$ cat config.mk
export PLATFORM = sky130hd
export DESIGN_NAME = solu_cell
export DESIGN_NICKNAME = d
export VERILOG_FILES = /design/src/sv/solu_pkg.sv /design/src/sv/solu_cell.sv
export SDC_FILE = /design/constraint.sdc
export NUM_CORES = 1
export LEC_CHECK = 0
export BUFFER_PORTS_ARGS = -buffer_cell sky130_fd_sc_hd__buf_2
export CELL_PAD_IN_SITES_DETAIL_PLACEMENT = 0
export CELL_PAD_IN_SITES_GLOBAL_PLACEMENT = 1
export CORE_UTILIZATION = 33
export DETAILED_ROUTE_END_ITERATION = 10
export HOLD_SLACK_MARGIN = 0.02
export PLACE_DENSITY = 0.85
export SYNTH_ARGS = -nofsm -noshare
export SYNTH_HDL_FRONTEND = slang
export SYNTH_SLANG_ARGS = --single-unit
export TNS_END_PERCENT = 50
$ cat constraint.sdc
create_clock -name clk_i -period 2.6 [get_ports clk_i]
set_input_delay 0.39 -clock clk_i [delete_from_list [all_inputs] [get_ports clk_i]]
set_output_delay 0.39 -clock clk_i [all_outputs]
set_load 0.01 [all_outputs]
$ cat src/sv/solu_pkg.sv
// solu_pkg: shared types and codes for the self-organizing list lookup.
// Used by solu_cell and self_organizing_list_lookup; no dependencies.
package solu_pkg;

  localparam int unsigned SIZE_BITS = 7;

  typedef enum logic [1:0] {
    STRAT_SEQ   = 2'd0,
    STRAT_MTF   = 2'd1,
    STRAT_TRANS = 2'd2,
    STRAT_COUNT = 2'd3
  } strategy_e;

  typedef enum logic {
    REG_STRATEGY = 1'b0,
    REG_SIZE     = 1'b1
  } reg_idx_e;

  typedef struct packed {
    logic                 load;
    logic [SIZE_BITS-1:0] size;
  } ctrl_t;

endpackage

$ cat src/sv/solu_cell.sv
// solu_cell: one list entry (key and hit count) with compare and neighbor shift.
// Depends on solu_pkg.
module solu_cell #(
  parameter int unsigned IDX      = 0,
  parameter int unsigned KEY_BITS = 32,
  parameter int unsigned HIT_BITS = 16
) (
  input  logic                clk_i,
  input  solu_pkg::ctrl_t     ctrl_i,
  input  logic                shift_i,
  input  logic                take_i,
  input  logic [KEY_BITS-1:0] left_key_i,
  input  logic [HIT_BITS-1:0] left_hits_i,
  input  logic [KEY_BITS-1:0] new_key_i,
  input  logic [HIT_BITS-1:0] new_hits_i,
  input  logic [KEY_BITS-1:0] cmp_key_i,
  output logic [KEY_BITS-1:0] key_o,
  output logic [HIT_BITS-1:0] hits_o,
  output logic                match_o,
  output logic                le_o
);

  logic [KEY_BITS-1:0] key_q;
  logic [HIT_BITS-1:0] hits_q;
  logic                in_load;

  assign in_load = 32'(ctrl_i.size) > IDX;

  always_ff @(posedge clk_i) begin
    if (ctrl_i.load) begin
      key_q  <= in_load ? KEY_BITS'(IDX + 1) : '0;
      hits_q <= '0;
    end else if (take_i) begin
      key_q  <= new_key_i;
      hits_q <= new_hits_i;
    end else if (shift_i) begin
      key_q  <= left_key_i;
      hits_q <= left_hits_i;
    end
  end

  assign key_o   = key_q;
  assign hits_o  = hits_q;
  assign match_o = key_q == cmp_key_i;
  assign le_o    = hits_q <= new_hits_i;

endmodule

==> results of run 1 <==
## power breakdown
| group | internal [mW] | switching [mW] |
|---|---|---|
| Combinational | 0.231 | 0.229 |
| Sequential | 0.888 | 0.0492 |
| Clock | 0.186 | 0.264 |
| Total | 1.30 | 0.542 |
## registers in the layout (all words and copies together), names as in the netlist
signal	count
hits_o	16
key_o	32
## metrics by stage
step                      hold slack [ns]  cell area, um^2  setup slack [ns]  std cells
final                               0.353             4050             0.240        571
after global routing                0.352             4050            0.0737        571
after CTS                           0.335             4050             0.234        570
after detailed placement            0.654             3960             0.388        562
after global placement              0.630             3960             0.399        562
after floorplan                     0.533             2920             0.595        278
## per-layer routing
layer | GRT usage (%) | share of wire, % | wire length, um | vias to the layer above
li1 | - | - | - | 1372
met1 | 19.2 | 40 | 3260 | 1232
met2 | 32.6 | 50 | 4080 | 130
met3 | 4.42 | 9.2 | 754 | 8
met4 | 5.22 | 1.1 | 94 | 0
met5 | 0 | 0 | 0 | -
## tightest hold or removal path: stages
cell and delay [ns]:
buf_2 0.10, a21oi_1 0.06, nor2_1 0.07
## cells in the final DEF, fill, tap and decap left out, drive strengths merged, types with 2 or more instances in the layout
master	synthesis	routed
o21ai	3	3
nor2b	16	16
edfxtp	32	32
a21oi	7	7
clkbuf	4	5
nand4	5	5
buf	11	194
clkinvlp	0	2
xor2	32	32
a211oi	30	30
mux2i	33	33
dfxtp	16	16
ha	16	16
nor4	9	9
nand2	3	3
inv	16	16
nor2	35	35
nand3	2	2
## path summary, 6_finish.rpt
kind         cells past startpoint        end          start
max                              6       le_o     hits_o[14]
min                              3  hits_o[0]  new_hits_i[0]
max reg2reg                      3  hits_o[7]      hits_o[7]
min reg2reg                      4  hits_o[0]      hits_o[0]
## logic make-up after synthesis
| kind of cell | Yosys count | synth area share, % |
|---|---|---|
| flip-flops | 48 | 43.9 |
| adder cells (fa/ha/maj) | 16 | 6.85 |
| AO/OA/AOI/OAI | 45 | 11.2 |
| AND/OR/NAND/NOR | 73 | 12.5 |
| XOR/XNOR | 32 | 9.59 |
| multiplexers | 33 | 11.3 |
| buffers and inverters | 31 | 4.71 |
## final cells by class
class	instances	area, um^2
fillers	833	4330
well taps	105	131
repair buffers	194	986
diodes	1	2.50
clock buffers	5	68.8
inverters	16	60.1
multi-input cells	199	1500
flip-flops and latches	48	1280
clock inverters	3	18.8
==> metrics.md, run 1 <==
| Metric | Value |
|---|---|
| Clock Skew | `0 ns` |
| Iteration count of the initial detailed-routing pass | `4` |
| # rows | `33` |
| #FFs+latches synth | `48` |
| Syn Std Cell Area | `2920 um^2` |
| Total power | `1.85 mW` |
| Crit path DAT | `1.97 ns` |
| Cells after synthesis | `278` |
| Cts hold-fix bufs | `0` |
| Via count | `2,742` |
| Die H | `96.1 um` |
| Worst setup SP type | `flip-flop` |
| Post-synth EDFFs | `32` |
| Die ar. | `9230 um^2` |
| Global route overflow | `0` |
| Ys flop type | `edfxtp_1` |
| RSZ-0062 raised after global routing | `false` |
| Worst-Skew Late Latency | `0.29 ns` |
| Area contributors post-synth | `edfxtp_1, mux2i_1, dfxtp_1, xor2_1, a211oi_1` |
| Critical-path cell list | `ha_1, a21oi_1, nand2_1, a221o_1, o31ai_1, buf_2` |
| Worst slew margin | `64.7%` |
| Total CTS buffers | `5` |
| Fraction of registers with async set/reset | `0%` |
| Initial core utilization | `34.9%` |
| Vias in the first global route | `2,612` |
| Sequential area share after synthesis | `43.9%` |
| DRT iter0 DRCs | `74` |
| Min Tclk post-route | `2.36 ns` |
| Post-cts gate resize count | `0` |
| Sink Count | `48` |
| Worst-Margin Slew | `0.529 ns` |
| CTS tree | `built` |
| GR Util All Layers | `17.5%` |
| Core footprint | `8380 um^2` |
| Slowest-stage cell, CP | `a221o_1` |
| Port bufs | `188` |
| Hold Vio Cnt, Final | `0` |
| MaxCap Viol Count | `0` |
| Routed Antenna Nets | `0` |
| Endpoint type of the worst setup path | `output port` |
| Worst path bufs/invs | `1` |
| Slowest Stage Delay on Critical Path | `0.36 ns` |
| Final #Nets | `619` |
| Post-synth top cells | `nor2_1, mux2i_1, edfxtp_1, xor2_1, a211oi_1` |
| Fin util | `48.3%` |
| Hold Crit Class | `primary input to flip-flop` |
| Setup CP Type | `flip-flop to output port` |
| Post-synthesis average cell area | `10.5 um^2` |
| Cell family with most CP delay | `compound AO/OA/AOI/OAI gates` |
| Part of the cycle the worst path needs | `90.8%` |
| Top-area cell type share of the netlist area | `32.9%` |
| Leak | `2.08 nW` |
| Syn nets | `433` |
| Setup_tns | `0 ns` |
| Count leader, synth | `nor2_1` |
| Hpwl dp | `6.51 mm` |
| WL per Instance | `14.3 um` |
| Synthesis-to-finish area growth | `38.7%` |
| First-pass GRT wire length | `12.1 mm` |
| Initial antenna violation count | `1` |
| Max IR drop VDD | `0.233 mV` |
| Ratio of cells with drive above 1 in the final layout | `43.9%` |
| Setup violators final | `0` |
| R2R Setup Slk | `1.68 ns` |
| Synth cell types | `28` |
| Fin. max-slew vios | `0` |
| Reg clk slew, reported paths | `0.09 ns` |
| Drt via density | `4.80` |
| Max FO, Critical Path | `3` |
| Setup Buffers After CTS | `0` |
| H-tree depth | `2` |
| Die X | `96.1 um` |
| Clock Path Buffers | `2` |
| Largest net degree at the start of global routing | `50` |
| Fmax achieved | `424 MHz` |
| Yosys warns | `0` |
| I/O pin total | `189` |
| Outcome | `completed` |
| DRC errors left | `0` |
| Worst path required time | `2.21 ns` |
| Clk root buf | `clkbuf_8` |
| Area leader, netlist | `edfxtp_1` |
| PwrDens | `456 nW/um^2` |
| Routed Wire Length | `8.19 mm` |
| GP Congestion | `0.758` |
No activity file was read; power rests on OpenSTA's default activity.
==> run 2: changes to the inputs <==
ABC_AREA = 1   (was unset)
CORE_UTILIZATION = 32   (was 33)
PLACE_DENSITY = 0.86   (was 0.85)
==> metrics.md, run 2 <==
| Metric | Value |
|---|---|
| Area leader, netlist | `edfxtp_1` |
| Hold Path Origin | `left_hits_i[5]` |
| Routed Wire Length | `9.38 mm (+14%)` |
| Worst-Margin Slew | `0.501 ns (-0.0279 ns)` |
| Cts hold-fix bufs | `0 (unchanged)` |
| Synthesis-to-finish area growth | `36.8%` |
| GR Util All Layers | `17.6% (+0.19 points)` |
| Synth cell types | `25 (-11%)` |
| Outcome | `completed` |
| Hold Crit Class | `primary input to flip-flop` |
| Setup_tns | `0 ns (unchanged)` |
| Global route overflow | `0 (unchanged)` |
| Slowest-stage cell, CP | `dfxtp_1` |
| Routed Antenna Nets | `0 (unchanged)` |
| Worst setup SP type | `flip-flop` |
| Hold Path End | `hits_o[5]` |
| Ratio of cells with drive above 1 in the final layout | `35.2% (-8.7 points)` |
| Hpwl dp | `7.36 mm (+13%)` |
| Largest net degree at the start of global routing | `33 (-34%)` |
| Clock Path Buffers | `2 (unchanged)` |
| First-pass GRT wire length | `14.1 mm (+16%)` |
| PwrDens | `465 nW/um^2 (+2.1%)` |
| Syn nets | `585 (+35%)` |
| H-tree depth | `2 (unchanged)` |
| Syn Std Cell Area | `3160 um^2 (+8.1%)` |
| Post-synth EDFFs | `32 (unchanged)` |
| Most frequent cells in the layout | `buf_2, nor2_1, nand2_1` |
| Ys flop type | `edfxtp_1` |
| Fmax achieved | `496 MHz (+17%)` |
| Drt via density | `4.58 (-4.7%)` |
| R2R Setup Slk | `1.93 ns (+0.25 ns)` |
| Reg2reg path depth | `2 (-1)` |
| #FFs+latches synth | `48 (unchanged)` |
| Die X | `101 um (+5.4%)` |
| Max FFs per register | `32 (unchanged)` |
| Reg-to-Reg Start | `hits_o[12]` |
| Initial antenna violation count | `0 (-1)` |
| Worst-Skew Late Latency | `0.30 ns (about the same)` |
| Die ar. | `10,300 um^2 (+11%)` |
| Sequential area share after synthesis | `40.6% (-3.3 points)` |
| Post-cts gate resize count | `0 (unchanged)` |
| Cells after synthesis | `430 (+55%)` |
| Yosys warns | `0 (unchanged)` |
| Reg clk slew, reported paths | `0.09 ns (about the same)` |
| Top-area cell type share of the netlist area | `30.4% (-2.5 points)` |
| Hold path depth | `3 (unchanged)` |
| Setup Buffers After CTS | `0 (unchanged)` |
| CP dominant cell by count | `nand2_1` |
| Leak | `2.32 nW (+12%)` |
| Max IR drop VDD | `0.209 mV (-11%)` |
| Slowest Stage Delay on Critical Path | `0.34 ns (-0.02 ns)` |
| Worst slew margin | `66.5% (+1.8 points)` |
| Iteration count of the initial detailed-routing pass | `4 (unchanged)` |
| GP Congestion | `0.785 (+3.6%)` |
| Fin. max-slew vios | `0 (unchanged)` |
| Core footprint | `9420 um^2 (+12%)` |
| Layout Cells excl Fill | `743 (+30%)` |
| DRC errors left | `0 (unchanged)` |
| N_diodes | `0 (-1)` |
| Reg-to-reg endpoint | `hits_o[12]` |
| Clock Skew | `0 ns (unchanged)` |
| Setup violators final | `0 (unchanged)` |
| Commonest non-fill, non-tap cell in the layout | `buf_2` |
| Total CTS buffers | `5 (unchanged)` |
| Fraction of registers with async set/reset | `0% (unchanged)` |
| Setup CP Type | `flip-flop to output port` |
| Critical-path cell list | `ha_1, nand2_1, nor3_1, nand2_1, nand2_1, nand2_1, buf_2` |
| Part of the cycle the worst path needs | `77.6% (-13 points)` |
| CTS tree | `built` |
| Vias in the first global route | `3,128 (+20%)` |
| # rows | `35 (+6.1%)` |
| Total power | `2.01 mW (+8.8%)` |
| Max FO, Critical Path | `3 (unchanged)` |
| Min Tclk post-route | `2.02 ns (-0.343 ns)` |
| WL per Instance | `12.6 um (-12%)` |
| Crit path DAT | `1.63 ns (-0.34 ns)` |
| I/O pin total | `189 (unchanged)` |
| Endpoint type of the worst setup path | `output port` |
| Placed cell count | `735 (+31%)` |
| Clk root buf | `clkbuf_8` |
| Area contributors post-synth | `edfxtp_1, nor2_1, dfxtp_1, nand2_1, ha_1` |
| Port bufs | `188 (unchanged)` |
| Initial core utilization | `33.5% (-1.3 points)` |
| Final #Nets | `768 (+24%)` |
| Sink Count | `48 (unchanged)` |
| Fin util | `45.9% (-2.5 points)` |
| Post-synth top cells | `nor2_1, nand2_1, inv_1` |
| RSZ-0062 raised after global routing | `false` |
| Count leader, synth | `nor2_1` |
| DRT iter0 DRCs | `81 (+9.5%)` |
| MaxCap Viol Count | `0 (unchanged)` |
| Worst path required time | `2.21 ns (about the same)` |
| Post-synthesis average cell area | `7.34 um^2 (-30%)` |
| Via count | `3,401 (+24%)` |
| Hold Vio Cnt, Final | `0 (unchanged)` |
| Setup WS post-layout | `0.583 ns (+0.343 ns)` |
| Die H | `101 um (+5.4%)` |
| Worst-case setup slack after placement | `0.680 ns (+0.292 ns)` |
==> run 2: changes by cell type after synthesis, sizes merged, moves of 2 or more <==
cell    previous run  this run
xor2              32        13
nand2              3        80
a21oi              7        37
clkbuf             4         6
nor4               9         2
a211oi            30         0
nand4              5         1
nor2b             16         0
nor2              35       113
inv               16        47
o21ai              3        47
mux2i             33         0
==> run 2: per-stage QoR <==
step                area (um^2)  hold slack, ns
floorplan                  3160           0.502
global placement           4210           0.472
detailed placement         4210           0.479
CTS                        4320           0.331
global route               4320           0.348
finish                     4320           0.347
==> run 2: metal layers <==
layer / part of all wire [%] / wire length (um) / track usage [%]
met5: 0 / 0 / 0
met4: 1.0 / 95 / 4.68
met3: 7.6 / 712 / 3.80
met2: 49 / 4590 / 33.0
met1: 42 / 3970 / 20.2
==> run 2: worst max path at each step <==
stage	start	slack, ns	cells after the start	to
detailed placement	new_hits_i[11]	0.68	9	le_o
global placement	new_hits_i[15]	0.72	9	le_o
floorplan	ctrl_i[7]	0.68	4	key_o[0]
CTS	hits_o[11]	0.55	7	le_o
global route	hits_o[15]	0.47	6	le_o
finish	hits_o[13]	0.58	7	le_o
==> run 2: final cells by class <==
type / count / area (um^2)
tap: 129 / 161
clock inverter: 3 / 42.5
inverter: 48 / 181
sequential: 48 / 1280
fill: 973 / 5100
timing repair buffer: 194 / 998
multi-input combinational: 316 / 1580
clock buffer: 5 / 68.8
==> run 2: logic make-up after synthesis <==
| family | count (synthesis) | synth area share, % |
|---|---|---|
| xor gates and xnor gates | 13 | 3.61 |
| DFF | 48 | 40.6 |
| buffers and inverters | 66 | 9.23 |
| and+or+nand+nor | 200 | 24.7 |
| adders and majority gates | 16 | 6.34 |
| AOI/OAI and AO/OA | 87 | 15.5 |
==> run 2: critical path: cells and delay by family (launching register included) <==
family | cells | cell delay (ns)
and+or+nand+nor | 5 | 0.55
DFF | 1 | 0.34
adders and majority gates | 1 | 0.31
buffers and inverters | 1 | 0.13
==> run 2: power by group <==
part / switching, mW / internal (mW) / total [mW]
Sequential: 0.0521 / 0.890 / 0.943
Combinational: 0.280 / 0.234 / 0.514
Clock: 0.268 / 0.285 / 0.553
Total: 0.600 / 1.41 / 2.01
